===== config.mk =====
export PLATFORM = sky130hd
export DESIGN_NAME = spac_pt
export DESIGN_NICKNAME = d
export VERILOG_FILES = /design/src/rtl/spac_pkg.sv /design/src/rtl/spac_pt.sv
export SDC_FILE = /design/constraint.sdc
export NUM_CORES = 2
export LEC_CHECK = 0
export BUFFER_PORTS_ARGS = -buffer_cell sky130_fd_sc_hd__buf_4
export CORE_MARGIN = 2
export CORE_UTILIZATION = 45
export DETAILED_ROUTE_END_ITERATION = 6
export PLACE_DENSITY = 0.73
export SLEW_MARGIN = 25
export SYNTH_ARGS = -nofsm -noshare
export SYNTH_HDL_FRONTEND = slang
export SYNTH_SLANG_ARGS = --single-unit

===== constraint.sdc =====
create_clock -name clk -period 10 [get_ports clk]
set_input_delay 1 -clock clk [delete_from_list [all_inputs] [get_ports clk]]
set_output_delay 1 -clock clk [all_outputs]
set_load 0.01 [all_outputs]

===== src/rtl/spac_pkg.sv =====
// package for the single particle acceptance cut: tables, codes and types
`default_nettype none
package spac_pkg;

	localparam int unsigned NUM_BINS  = 20;
	localparam int unsigned BIN_W     = 5;
	localparam int unsigned EDGE_W    = 20;
	localparam int unsigned EDGE_FRAC = 16;
	localparam int unsigned LIM_W     = 13;

	typedef logic [1:0] reason_t;
	localparam reason_t RSN_OK    = 2'd0;
	localparam reason_t RSN_RAPID = 2'd1;
	localparam reason_t RSN_PT    = 2'd2;
	localparam reason_t RSN_KIN   = 2'd3;

	// rapidity bin edges as q4.16 momentum ratio thresholds
	function automatic logic [EDGE_W-1:0] edge_at(input logic [BIN_W-1:0] k);
		logic [EDGE_W-1:0] v;
		begin
			case (k)
				5'd0: v = 20'd93935;
				5'd1: v = 20'd103814;
				5'd2: v = 20'd114732;
				5'd3: v = 20'd126799;
				5'd4: v = 20'd140134;
				5'd5: v = 20'd154872;
				5'd6: v = 20'd171160;
				5'd7: v = 20'd189161;
				5'd8: v = 20'd209055;
				5'd9: v = 20'd231042;
				5'd10: v = 20'd255341;
				5'd11: v = 20'd282195;
				5'd12: v = 20'd311874;
				5'd13: v = 20'd344674;
				5'd14: v = 20'd380924;
				5'd15: v = 20'd420986;
				5'd16: v = 20'd465261;
				5'd17: v = 20'd514193;
				5'd18: v = 20'd568272;
				5'd19: v = 20'd628037;
				5'd20: v = 20'd694089;
				default: v = '0;
			endcase
			return v;
		end
	endfunction

	// upper pt limit per bin, 1/16 MeV
	function automatic logic [LIM_W-1:0] pt_max_at(input logic [BIN_W-1:0] k);
		logic [LIM_W-1:0] v;
		begin
			case (k) inside
				5'd0, 5'd1: v = 13'd7040;
				5'd2, 5'd3: v = 13'd6400;
				5'd4: v = 13'd5760;
				5'd5, 5'd6: v = 13'd5120;
				5'd7, 5'd8: v = 13'd4480;
				5'd9, 5'd10: v = 13'd3840;
				5'd11, 5'd12, 5'd13: v = 13'd3200;
				5'd14, 5'd15: v = 13'd2560;
				5'd16, 5'd17, 5'd18: v = 13'd1920;
				default: v = 13'd1280;
			endcase
			return v;
		end
	endfunction

	// lower pt limit per bin, 1/16 MeV
	function automatic logic [LIM_W-1:0] pt_min_at(input logic [BIN_W-1:0] k);
		logic [LIM_W-1:0] v;
		begin
			case (k) inside
				5'd0: v = 13'd5120;
				5'd1: v = 13'd4480;
				5'd2, 5'd3: v = 13'd3840;
				5'd4: v = 13'd3200;
				5'd5, 5'd6: v = 13'd2560;
				5'd7, 5'd8: v = 13'd1920;
				5'd9, 5'd10, 5'd11, 5'd12: v = 13'd1280;
				5'd13, 5'd14, 5'd15: v = 13'd640;
				default: v = 13'd0;
			endcase
			return v;
		end
	endfunction

endpackage
`default_nettype wire


===== src/rtl/spac_pt.sv =====
// transverse momentum squared over three stages
`default_nettype none
module spac_pt import spac_pkg::*; #(
	parameter int unsigned MB = 24
) (
	input  wire logic                 clk,
	input  wire logic signed [MB-1:0] mom_x,
	input  wire logic signed [MB-1:0] mom_y,
	output logic [2*MB:0]             pt2_s3
);
	logic [MB-1:0]   ax_s1, ay_s1;
	logic [2*MB-1:0] sx_s2, sy_s2;

	// stage 1: magnitudes
	always_ff @(posedge clk) begin
		ax_s1 <= mom_x[MB-1] ? MB'(-mom_x) : MB'(mom_x);
		ay_s1 <= mom_y[MB-1] ? MB'(-mom_y) : MB'(mom_y);
	end

	// stage 2: squares
	always_ff @(posedge clk) begin
		sx_s2 <= (2*MB)'(ax_s1) * (2*MB)'(ax_s1);
		sy_s2 <= (2*MB)'(ay_s1) * (2*MB)'(ay_s1);
	end

	// stage 3: sum
	always_ff @(posedge clk) begin
		pt2_s3 <= {1'b0, sx_s2} + {1'b0, sy_s2};
	end
endmodule
`default_nettype wire


# ---- Word level (Yosys, flattened, before mapping)
# Index checks and enable logic that the tools add are counted.
# W data, S select, Z words.
dict set report classes {
  mul 2
  n_mux 2
  addsub 3
}
# op count
set op_table {}
lappend op_table {{$mul A24 B24 Y48} 2}
lappend op_table {{$add A48 B48 Y49} 1}
lappend op_table {{$neg A24 Y24} 2}
lappend op_table {{$mux W23} 2}
dict set report totals {
  regBits 193
  output_inout_bits 49
  elab_cells 14
  inputBits 49
}

# ---- Depth between registers and ports, before layout
dict set report depth {
  depth_word 2
  depth_mapped 28
  ltp_nobuf 27
}

# ---- Worst setup path before layout
# Ideal clock, no wire load.
dict set report synth_path {
  path_type {register -> register}
  from {register ax_s1[2]}
  to {register sx_s2[45]}
  setup_ns 0.127
  t_arrival_ns 6.995
  n_path_buf 2
  t_required_ns 9.873
  path_slack_ns 2.878
  period_less_slack_ns 7.122
  stages_incl_launch_ff 29
  path_cell_list {dfxtp_1 clkbuf_1 clkbuf_1 nand2_1 fa_1 inv_1 fa_1 inv_1 fa_1 inv_1 fa_1 inv_1 fa_1 inv_1 fa_1 inv_1 fa_1 inv_1 ha_1 o21a_1 nor2_1 o211ai_1 a32o_1 a311o_1 nand3_1 o22ai_1 o41ai_2 o221ai_1 xor2_1}
}
dict set report synth_via {
  elab_chain_cells 1
}
# item line
set synth_lines {}
lappend synth_lines {{from (decl)} spac_pt.sv:11} ;# logic [MB-1:0] ax_s1, ay_s1;
lappend synth_lines {{from (signal assigned)} spac_pt.sv:16} ;# ax_s1 <= mom_x[MB-1] ? MB'(-mom_x) : MB'(mom_x);
lappend synth_lines {{$mul A24 B24 Y48} spac_pt.sv:22} ;# sx_s2 <= (2*MB)'(ax_s1) * (2*MB)'(ax_s1);
lappend synth_lines {{to (signal assigned)} spac_pt.sv:22}
lappend synth_lines {{to (decl)} spac_pt.sv:12} ;# logic [2*MB-1:0] sx_s2, sy_s2;
# Every way passes these cells.
# A chain may end at the register's enable or synchronous reset.

# ---- Worst setup path after layout
dict set report layout_path {
  from {register ax_s1[0]}
  to {register sx_s2[45]}
}
# Same word-level chain as after synthesis.

==> impl_metrics.prom <==
# TYPE chip_impl_metric gauge
chip_impl_metric{name="worst_hold_stages",unit=""} 1
chip_impl_info{name="post_synth_main_area_contributors",value="fa_1 43%, ha_1 13%, inv_1 12%"} 1
chip_impl_info{name="synthTopCellsByCount",value="1220 x inv_1, 844 x fa_1, 400 x ha_1, 385 x nand2_1, 238 x and2_1"} 1
chip_impl_info{name="cp-start-kind",value="flop"} 1
chip_impl_metric{name="grt_max_degree",unit=""} 26
chip_impl_metric{name="route.vias.total",unit=""} 27067
chip_impl_metric{name="number_of_buffers_on_the_longest_clock_path",unit=""} 2
chip_impl_metric{name="layout_min_cycle_time",unit="ns"} 8.05
chip_impl_metric{name="placer_congestion_estimate",unit=""} 0.891
chip_impl_info{name="run_status",value="finished, final reports clean"} 1
chip_impl_metric{name="postSynthAreaPerCell",unit="µm²"} 9.30
chip_impl_metric{name="worst_setup_hold_path_clk_slew",unit="ns"} 0.09
chip_impl_info{name="dominant_cell_by_count_in_the_synthesized_netlist",value="inv_1"} 1
chip_impl_metric{name="starting_density",unit=""} 0.454
chip_impl_metric{name="postSynthNetCount",unit=""} 5524
chip_impl_metric{name="floorplan.die.width",unit="µm"} 300
chip_impl_metric{name="dp_hpwl",unit="µm"} 71600
chip_impl_metric{name="detailed_place.area",unit="µm²"} 41300
chip_impl_metric{name="fraction_of_final_layout_cells_with_drive_strength_greater_than_1",unit=""} 0.0457
chip_impl_metric{name="cts-hold-fix-buffers",unit=""} 0
chip_impl_info{name="min-delay-path-class",value="flop to flop"} 1
chip_impl_metric{name="flow.area_growth_from_synthesis",unit="%"} 6.49
chip_impl_metric{name="netlist_area",unit="µm²"} 39400
chip_impl_metric{name="synthesis.yosys.warnings",unit=""} 0
chip_impl_metric{name="final_period_utilization",unit=""} 0.805
chip_impl_metric{name="synth.ff_latch_count",unit=""} 191
chip_impl_metric{name="die_h",unit="µm"} 300
chip_impl_metric{name="routed_wirelength",unit="µm"} 86700
chip_impl_info{name="postSynth.topFlopCell",value="dfxtp_1"} 1
chip_impl_metric{name="setup-violations-final",unit=""} 0
chip_impl_metric{name="worst_hold_slack_across_all_endpoints",unit="ns"} 0.476
chip_impl_metric{name="antenna_violations_before_repair",unit=""} 4
chip_impl_info{name="tritoncts",value="done"} 1
chip_impl_metric{name="clock-sinks",unit=""} 191
chip_impl_metric{name="max_clock_freq",unit="MHz"} 124
chip_impl_metric{name="rr_worst_depth",unit=""} 26
chip_impl_metric{name="finish.instance_area",unit="µm²"} 41900
chip_impl_metric{name="report.final.hold_viol_count",unit=""} 0
chip_impl_metric{name="synth-seq-area-share",unit=""} 0.0971
chip_impl_metric{name="core_region_area",unit="µm²"} 86800
chip_impl_metric{name="wire_per_inst",unit="µm"} 16.0
chip_impl_metric{name="worst_slew_margin_rel",unit=""} 0.293
chip_impl_metric{name="clock_latency_on_the_worst_skew_pair",unit="ns"} 0.51
chip_impl_metric{name="postCtsSetupRepairBufs",unit=""} 0
chip_impl_metric{name="detailedRoute.firstIterationViolations",unit=""} 1499
chip_impl_metric{name="top_level_i_o_count",unit=""} 98
chip_impl_metric{name="detail_route.drc_violations",unit=""} 0
chip_impl_metric{name="grt_usage",unit=""} 0.206
chip_impl_metric{name="total_negative_slack_for_setup_checks",unit="ns"} 0
chip_impl_info{name="yosys.area.top_type",value="fa_1"} 1
chip_impl_metric{name="h-tree-depth",unit=""} 4
chip_impl_metric{name="timing.critical_path.fanout_max",unit=""} 25
chip_impl_metric{name="max_cap_viol_count",unit=""} 0
chip_impl_metric{name="final_antenna_net_count",unit=""} 0
chip_impl_metric{name="die_area",unit="µm²"} 89800
chip_impl_metric{name="synth-edff-count",unit=""} 0
chip_impl_metric{name="cts_repair_resize_count",unit=""} 0
chip_impl_metric{name="numCtsBuffers",unit=""} 17
chip_impl_metric{name="grt_pass1_wl",unit="µm"} 148000
chip_impl_metric{name="first_pass_iteration_count_of_the_detailed_router",unit=""} 7
chip_impl_metric{name="rows",unit=""} 108
chip_impl_metric{name="critPathRequiredTime",unit="ns"} 10.39
chip_impl_metric{name="synth_top_area_share",unit=""} 0.429
chip_impl_metric{name="overflow",unit=""} 0
chip_impl_info{name="worstSetupPathType",value="flop to flop"} 1
chip_impl_metric{name="synthDistinctLibCells",unit=""} 74
chip_impl_info{name="clock_root_buffer",value="clkbuf_16"} 1
chip_impl_metric{name="postSynthCellCount",unit=""} 4231
chip_impl_metric{name="timing_worst_slew_pin_value",unit="ns"} 1.06
chip_impl_metric{name="ys_async_sr_fraction",unit=""} 0
chip_impl_metric{name="finalNetCount",unit=""} 5543
chip_impl_metric{name="arrival",unit="ns"} 8.44
chip_impl_metric{name="slew_viol_final",unit=""} 0
chip_impl_info{name="grt_setup_unrepaired",value="false"} 1
chip_impl_metric{name="io_buffers",unit=""} 97
chip_impl_metric{name="route.detailed.vias_per_inst",unit=""} 4.99
chip_impl_metric{name="timing.clock.skew",unit="ns"} 0.0190
chip_impl_info{name="critical_path.endpoint_type",value="flop"} 1
chip_impl_metric{name="first_global_vias",unit=""} 29994
-- worst paths after layout --
kind,end,from,slack (ns)
max reg2reg,sx_s2[45],ax_s1[0],1.95
max,sx_s2[45],ax_s1[0],1.95
min,pt2_s3[0],sx_s2[0],0.48
min reg2reg,pt2_s3[0],sx_s2[0],0.48
-- logic make-up after synthesis --
family,count (synthesis),share of synthesized area
buffers and inverters,1340,0.128
adder cells (fa/ha/maj),1244,0.556
AND/OR/NAND/NOR,864,0.108
AO/OA/AOI/OAI,398,0.0676
flip-flops,191,0.0971
XOR/XNOR,190,0.0423
multiplexers,4,0.00108
-- layout by cell type, fill, tap and decap left out, types with 78 or more instances in the layout --
cell type     n
a21oi_1     121
and2_1      238
buf_4       120
dfxtp_1     182
fa_1        844
ha_1        400
inv_1      1220
nand2_1     385
nor2_1       78
xnor2_1     139
-- worst max-delay path, cell delays in order (launching register included) --
cell	delay, ns
dfxtp_1	1.02
nand2_1	0.23
fa_1	0.57
inv_1	0.06
fa_1	0.53
inv_1	0.07
fa_1	0.58
inv_1	0.07
fa_1	0.50
inv_1	0.06
fa_1	0.55
inv_1	0.05
fa_1	0.47
inv_1	0.05
fa_1	0.48
inv_1	0.04
ha_1	0.35
o21a_1	0.14
nor2_1	0.11
o211ai_1	0.22
a32o_1	0.31
a311o_1	0.41
nand3_1	0.12
o22ai_1	0.13
o41ai_2	0.44
o221ai_1	0.19
xor2_1	0.17
-- registers in the layout (all words and copies together), names as in the netlist --
name and count:
ax_s1 24, sx_s2 47, ay_s1 24, pt2_s3 49
sy_s2 47
-- per-layer routing --
| layer | routed length, µm | GRT usage |
|---|---|---|
| met5 | 13 | 0 |
| met4 | 2290 | 0.0602 |
| met3 | 4990 | 0.0369 |
| met2 | 42700 | 0.356 |
| met1 | 36700 | 0.265 |
-- final cells by class --
| type | instances | area, µm² |
|---|---|---|
| multi-input combinational | 2700 | 30500 |
| clock inverter | 15 | 220 |
| antenna | 1 | 2.50 |
| clock buffer | 17 | 425 |
| inverter | 1220 | 4580 |
| fill | 8075 | 44800 |
| timing repair buffer | 120 | 901 |
| tap | 1155 | 1450 |
| sequential | 191 | 3830 |
-- metrics by stage --
stage,util,std cells,setup slack [ns]
final,0.483,5419,1.95
after global routing,0.483,5418,1.56
after CTS,0.483,5418,1.86
after detailed placement,0.476,5386,2.02
after global placement,0.476,5386,2.18
after floorplan,-,4231,2.88
Power is left out: the tool's default activity adds up to more than one toggle a clock period on the data nets, which glitch-free logic cannot reach.
